### src/cau_pkg.sv
// shared types and constants for the complex arithmetic unit
package cau_pkg;

   localparam int FRAC_BITS_DEF = 16;
   localparam int DATA_W        = 32;
   localparam int WIDE_W        = 64;
   // quotient bits resolved by the divider chain, one per cell
   localparam int QBITS         = 33;

   typedef enum logic [1:0] {
      OP_ADD = 2'd0,
      OP_SUB = 2'd1,
      OP_MUL = 2'd2,
      OP_DIV = 2'd3
   } cau_op_type;

   typedef struct packed {
      cau_op_type        op;
      logic              dz;
      logic              big_re;
      logic              big_im;
      logic              neg_re;
      logic              neg_im;
      logic [WIDE_W-1:0] mag_re;
      logic [WIDE_W-1:0] mag_im;
      logic [WIDE_W-1:0] rem_re;
      logic [WIDE_W-1:0] rem_im;
      logic [WIDE_W-1:0] den;
      logic [QBITS-1:0]  q_re;
      logic [QBITS-1:0]  q_im;
   } cau_stage_type;

   typedef struct packed {
      logic [DATA_W-1:0] res_re;
      logic [DATA_W-1:0] res_im;
      logic              overflow;
      logic              div_by_zero;
   } cau_result_type;

endpackage

### src/cau_div_cell.sv
// one restoring divider cell: resolves one quotient bit for both parts
module cau_div_cell #(
   parameter int FRAC_BITS = cau_pkg::FRAC_BITS_DEF,
   parameter int BIT_POS   = 0
) (
   input  logic                   clock,
   input  logic                   reset,
   input  logic                   en,
   input  logic                   in_valid,
   input  cau_pkg::cau_stage_type in_stage,
   output logic                   out_valid,
   output cau_pkg::cau_stage_type out_stage
);

   localparam int NUM_IDX = (BIT_POS >= FRAC_BITS) ? (BIT_POS - FRAC_BITS) : 0;

   logic                   valid_ff;
   cau_pkg::cau_stage_type stage_ff, stage_in;
   logic                   bit_re, bit_im;
   logic [64:0]            sh_re, sh_im;
   logic                   ge_re, ge_im;

   always_comb begin
      // numerator scaled by the fraction: low bits shift in as zero
      bit_re = (BIT_POS >= FRAC_BITS) ? in_stage.mag_re[NUM_IDX] : 1'b0;
      bit_im = (BIT_POS >= FRAC_BITS) ? in_stage.mag_im[NUM_IDX] : 1'b0;
      sh_re  = {in_stage.rem_re, bit_re};
      sh_im  = {in_stage.rem_im, bit_im};
      ge_re  = sh_re >= {1'b0, in_stage.den};
      ge_im  = sh_im >= {1'b0, in_stage.den};
      stage_in        = in_stage;
      stage_in.rem_re = ge_re ? 64'(sh_re - {1'b0, in_stage.den}) : sh_re[63:0];
      stage_in.rem_im = ge_im ? 64'(sh_im - {1'b0, in_stage.den}) : sh_im[63:0];
      stage_in.q_re   = {in_stage.q_re[cau_pkg::QBITS-2:0], ge_re};
      stage_in.q_im   = {in_stage.q_im[cau_pkg::QBITS-2:0], ge_im};
   end

   always_ff @(posedge clock) begin
      if (reset) begin
         valid_ff <= 1'b0;
      end else if (en) begin
         valid_ff <= in_valid;
      end
   end

   always_ff @(posedge clock) begin
      if (en) begin
         stage_ff <= stage_in;
      end
   end

   assign out_valid = valid_ff;
   assign out_stage = stage_ff;

endmodule

### config.mk
export PLATFORM = sky130hd
export DESIGN_NAME = cau_div_cell
export DESIGN_NICKNAME = d
export VERILOG_FILES = /design/src/cau_pkg.sv /design/src/cau_div_cell.sv
export SDC_FILE = /design/constraint.sdc
export NUM_CORES = 1
export LEC_CHECK = 0
export BUFFER_PORTS_ARGS = -buffer_cell sky130_fd_sc_hd__buf_2
export CORE_AREA = 3 3 309 311
export CTS_BUF_LIST = sky130_fd_sc_hd__clkbuf_8
export DETAILED_ROUTE_END_ITERATION = 16
export DIE_AREA = 0 0 312 314
export SYNTH_ARGS = -nofsm -noshare
export SYNTH_HDL_FRONTEND = slang
export SYNTH_SLANG_ARGS = --single-unit
### constraint.sdc
create_clock -name clock -period 4 [get_ports clock]
set_input_delay 0.4 -clock clock [delete_from_list [all_inputs] [get_ports clock]]
set_output_delay 0.4 -clock clock [all_outputs]
set_load 0.02 [all_outputs]
==> flow_metrics.tcl, run 1 <==
set metrics [dict create \
    status "finished, final reports clean" \
    regToRegStartpoint "out_valid$_SDFFE_PP0P_" \
    stdcell_count 4540 \
    coreArea_um2 93050 \
    cts-root-buf "clkbuf_8" \
    first_pass_iters 5 \
    r2r_cells 3 \
    max_freq_mhz 263.5 \
    htree_levels 3 \
    syn_inst 1837 \
    gp_congestion 0.9047 \
    viasPerCell 4.570 \
    port-buffer-count 788 \
    sequentialPowerShare 0.378 \
    cts_buffers 81 \
    syn_area_um2 21540 \
    drive_above_1_share 0.3690 \
    num_vias 20750 \
    cts_tree "yes" \
    hold_path.class "in2reg" \
    cp-end-kind "flip-flop" \
    hpwl_mm 89.89 \
    crit_top_cell "buf_4" \
    clk_pin_slew_ns 0.06 \
    cellLeakagePower_nw 14.90 \
    grt_max_degree 81 \
    period_minus_slack_ns 3.796 \
    grtUsageTotal 0.2169 \
    cp.required_ns 4.42 \
    synth_edf_count 393 \
    cp_cell_sequence "dlygate4sd3_1 -> buf_2 -> ha_1 -> nand4_1 -> nor3_1 -> buf_4 -> a221oi_1 -> o21ai_0 -> buf_4 -> a221oi_1 -> buf_4 -> a21oi_1 -> nor3_2 -> o21bai_1 -> xor2_1 -> mux2_2" \
    rsz0062_at_grt "no" \
    worstPathArrival_ns 4.22 \
    area_delta_synth_final_pct 56.60 \
    ys_warn_count 0 \
    drt_wl_total_mm 111.1 \
    ys_seq_area_frac 0.5488 \
    slew_violations 0 \
    design.die.area_um2 97970 \
    dp.cells 4014 \
    start_util 0.2315 \
    die_h_um 314 \
    rows 112 \
    setup_ws_ns 0.2043 \
    min_path_cells 3 \
    vdd_drop_max_v 0.0002473 \
    clock_latency_ns 0.67 \
    nNetsFinal 3732 \
    critPathSlowestCell "dlygate4sd3_1" \
    fin_setup_tns_ns 0 \
    cpLargestDelayFamily "compound AO/OA/AOI/OAI gates" \
    drt_iter0_drc 1434 \
    ant_nets 0 \
    ys_types 83 \
    ys_ff_latch 394 \
    rr_endpoint "out_valid$_SDFFE_PP0P_" \
    syn_nets 2364 \
    die_w_um 312 \
    hold_start "in_stage[173]" \
    p_sw_frac 0.3302 \
    tightest_slew_ns 0.8239 \
    drc 0 \
    synth_ff_type "edfxtp_1" \
    wire_per_inst_um 24.48 \
    clkPwrFrac 0.329 \
    hold-path-endpoint "out_stage[174]$_DFFE_PP_" \
    r2r_slack_ns 2.88 \
    avgSynthCellArea_um2 11.73 \
    critPathMaxFanout 3 \
    io_pins 791 \
    cts.sinks 394 \
    internal-power_mw 9.249 \
    slowest_delay_ns 0.55 \
    post-route-period-util 0.9489 \
    hold_viol 0 \
    cap_violations 0 \
    p_total_mw 13.81 \
    place_ws_ns -0.4223 \
    p_sw_mw 4.559 \
    crit_type "in2reg" \
    clock_path_buffers 3 \
    p_comb_frac 0.293 \
    final_core_utilization 0.3625 \
    setup_viol 0 \
    first_global_vias 21030 \
    critPathBufInv 5 \
    grt_remaining_overflow 0 \
    antenna_found_initial 34 \
    start_kind "primary input" \
    grt_pass1_wl_mm 152.5 \
    p_per_area_nw_per_um2 409.3 \
    skew_ns 0 \
    maxSlewHeadroom 0.4474 \
    synthArstFlopShare 0 \
]
-- power by group through the flow --
stage	Clock [mW]	Combinational [mW]	Sequential, mW
after floorplan	0	1.47	5.86
after global placement	0	3.73	5.29
after detailed placement	0	3.75	5.29
after CTS	4.73	4.08	5.22
after global routing	4.87	4.32	5.25
final	4.54	4.05	5.22
-- cells in the mapped netlist (23+ instances only) --
master    instances  area [µm²]
clkbuf_1         45       168.9
nand2_1         126       473.0
xnor2_1          68       595.6
o21ai_0          90       450.4
nor3_1           25       125.1
xor2_1           48       420.4
mux2_2           29       326.6
edfxtp_1        393       11800
ha_1            128        1602
nand3_1          26       130.1
a21oi_1         188       940.9
a21o_1           66       495.5
a31oi_1          23       143.9
nor2_1          133       499.2
nand4_1          46       287.8
o21bai_1         36       270.3
mux2_4           45       675.7
inv_1           104       390.4
-- placed cells by master, fill, tap and decap left out, types with 15 or more instances in the layout --
master         instances
buf_2                787
edfxtp_1             393
dlygate4sd3_1        361
buf_4                195
a21oi_1              187
nor2_1               133
ha_1                 128
nand2_1              126
inv_1                125
o21ai_0               89
clkbuf_8              81
xnor2_1               68
a21o_1                66
xor2_1                48
nand4_1               46
mux2_4                45
o21bai_1              36
mux2_2                29
nand3_1               26
nor3_1                24
a31oi_1               23
and3_1                17
diode_2               15
clkinv_1              15
-- repair_timing --
item | CTS | global route
hold buffers | 361 | 0
resized for setup | 0 | 3
endpoints found under the hold margin | 360 | 0
buffers inserted | 0 | 1
endpoints found under the setup margin | 0 | 5
-- flip-flops by register name, summed over array words and instances, names as in the netlist --
signal and flops:
out_valid 1, out_stage 393
-- per-stage QoR --
stage,hold WS (ns),instance area (µm²)
3_3_place_gp,0.4675,28380
4_1_cts,0.004675,33680
2_1_floorplan,0.4724,21540
6_report,0.09718,33730
3_5_place_dp,0.4772,28380
5_1_grt,0.05608,33720
-- worst reg2reg max path, delay by kind of cell, from the launching register on --
family / cells / cell delay (ns)
buffers and inverters: 1 / 0.54
flip-flops: 1 / 0.30
multiplexers: 1 / 0.12
AND/OR/NAND/NOR: 1 / 0.05
-- metal layers --
metal / part of all wire / routed length [µm] / GRT usage / up-vias
li1: - / - / - / 9695
met1: 0.38 / 42040 / 0.2400 / 10110
met2: 0.52 / 58320 / 0.4050 / 757
met3: 0.069 / 7664 / 0.05747 / 153
met4: 0.026 / 2916 / 0.06431 / 30
met5: 0.0016 / 182 / 0 / -
-- cell type report --
type	count	area, µm²
sequential	394	11820
antenna	15	37.54
multi-input combinational	1271	9021
clock inverter	68	568.0
fill	9415	59320
timing repair buffer	1353	9211
clock buffer	81	1115
inverter	104	390.4
tap	1254	1569
-- cell families after synthesis --
kind of cell               share of synthesized area
AOI/OAI and AO/OA                             0.1460
buffers and inverters                        0.03317
adders and majority gates                    0.07621
xor gates and xnor gates                     0.04717
muxes                                        0.05036
DFF                                           0.5488
and+or+nand+nor                              0.09828
-- worst max path at each step --
stage,to,cells past startpoint,startpoint
2_1_floorplan,out_stage[210]$_DFFE_PP_,14,in_stage[104]
3_3_place_gp,out_stage[193]$_DFFE_PP_,16,in_stage[82]
3_5_place_dp,out_stage[193]$_DFFE_PP_,16,in_stage[82]
4_1_cts,out_stage[193]$_DFFE_PP_,17,in_stage[146]
5_1_grt,out_stage[189]$_DFFE_PP_,15,in_stage[142]
6_report,out_stage[189]$_DFFE_PP_,16,in_stage[146]
Note: power is estimated with default switching activity, not from simulation.
==> run 2, diff against run 1 <==
HOLD_SLACK_MARGIN = 0.15   (was default)
==> flow_metrics.tcl, run 2 (synthesis gave the netlist of run 1 again) <==
set metrics [dict create \
    wl_met1_mm 42.23 \
    nFillCells 9390 \
    wl_met2_mm 57.82 \
    gp_congestion 0.9047 \
    crit_top_cell "buf_4" \
    post-route-period-util 0.9528 \
    clock_latency_ns 0.67 \
    first_global_vias 21180 \
    largest_register_ffs 393 \
    period_minus_slack_ns 3.811 \
    drt_iter0_drc 1456 \
    setup_ws_ns 0.1888 \
    clock_path_buffers 3 \
    viasPerCell 4.539 \
    crit_type "in2reg" \
    cp_cell_sequence "dlygate4sd3_1 -> buf_2 -> inv_1 -> ha_1 -> nand2b_1 -> a21oi_2 -> o21bai_1 -> buf_4 -> a2111oi_4 -> buf_4 -> o21a_2 -> a41oi_2 -> o211a_1 -> nor2_2 -> o21ai_4 -> buf_12 -> mux2_4" \
    antenna_found_initial 29 \
    cp-end-kind "flip-flop" \
    critPathSlowestCell "dlygate4sd3_1" \
    place_ws_ns -0.4223 \
    routed.top_layer "met5" \
    hold_viol 0 \
    slew_violations 0 \
    area_delta_synth_final_pct 58.06 \
    final_core_utilization 0.3659 \
    hpwl_mm 89.89 \
    coreArea_um2 93050 \
    clk_pin_slew_ns 0.06 \
    start_util 0.2315 \
    io_pins 791 \
    cellLeakagePower_nw 15.02 \
    design.die.area_um2 97970 \
    cts.sinks 394 \
    htree_levels 3 \
    max_freq_mhz 262.4 \
    nNetsFinal 3763 \
    cts-root-buf "clkbuf_8" \
    setup_viol 0 \
    routed-wl-met3_mm 7.560 \
    wire_per_inst_um 24.30 \
    ant_nets 0 \
    worstPathArrival_ns 4.26 \
    cts_buffers 81 \
    grt_pass1_wl_mm 153.2 \
    critPathMaxFanout 33 \
    drc 0 \
    rsz0062_at_grt "no" \
    vdd_drop_max_v 0.0002471 \
    cp.required_ns 4.45 \
    rows 112 \
    maxSlewHeadroom 0.4479 \
    p_per_area_nw_per_um2 406.2 \
    slowest_delay_ns 0.53 \
    hold_path.class "in2reg" \
    tightest_slew_ns 0.8231 \
    num_vias 20750 \
    grt_max_degree 81 \
    start_kind "primary input" \
    first_pass_iters 5 \
    drt_wl_total_mm 111.1 \
    status "finished, final reports clean" \
    die_h_um 314 \
    cts_tree "yes" \
    port-buffer-count 788 \
    grt_remaining_overflow 0 \
    die_w_um 312 \
    cap_violations 0 \
    final_common_cell "buf_2" \
    drive_above_1_share 0.3655 \
    final_cell_mix "buf_2 (787), edfxtp_1 (393), dlygate4sd3_1 (392), buf_4 (195), a21oi_1 (187)" \
    skew_ns 0 \
    grtUsageTotal 0.2175 \
]
[run 2: worst paths after layout]
kind                                   end  slack [ns]              startpoint  cells after the start
setup / recovery  out_stage[217]$_DFFE_PP_        0.19            in_stage[67]                     17
hold / removal    out_stage[167]$_DFFE_PP_        0.26           in_stage[166]                      3
setup reg to reg    out_valid$_SDFFE_PP0P_        2.88  out_valid$_SDFFE_PP0P_                      3
hold reg to reg     out_valid$_SDFFE_PP0P_        1.02  out_valid$_SDFFE_PP0P_                      3
[run 2: report_power, final]
| part | internal (mW) | switching [mW] |
|---|---|---|
| clock | 2.50 | 2.04 |
| combinational | 1.67 | 2.40 |
| sequential | 5.09 | 0.127 |
[run 2: layout make-up]
class | count | area (µm²) | area share
sequential | 394 | 11820 | 0.3472
timing repair buffer | 1384 | 9522 | 0.2797
multi-input combinational | 1271 | 9021 | 0.2650
tap | 1254 | 1569 | 0.04608
clock buffer | 81 | 1115 | 0.03274
clock inverter | 68 | 568.0 | 0.01668
inverter | 104 | 390.4 | 0.01147
antenna | 16 | 40.04 | 0.001176
[run 2: per-layer routing]
layer  track usage  up-vias
met1        0.2415    10080
met2        0.4035      742
met3       0.05576      156
li1              -     9747
met5             0        -
met4       0.07073       28
[run 2: through the flow]
step,TNS [ns],total power [mW],hold slack [ns],instance area [µm²],instances
2_1_floorplan,0,7.331,0.4724,21540,1837
3_3_place_gp,-1.079,9.021,0.4675,28380,4014
3_5_place_dp,-1.501,9.035,0.4772,28380,4014
4_1_cts,0,14.05,0.1732,33990,4555
5_1_grt,0,14.47,0.2422,34030,4564
6_report,0,13.83,0.2621,34050,4572
[run 2: critical path, delay by kind of cell]
kind	cells	cell delay, ns
fa+ha+maj	1	0.31
mux	1	0.35
simple gates	2	0.27
buf+inv	6	1.31
compound gates	7	1.53
[run 2: repair_timing]
action | 4_1_cts | 5_1_grt
buffers inserted | 0 | 1
setup endpoints to repair | 0 | 5
hold buffers | 392 | 0
resized for setup | 0 | 3
hold endpoints to repair | 442 | 0
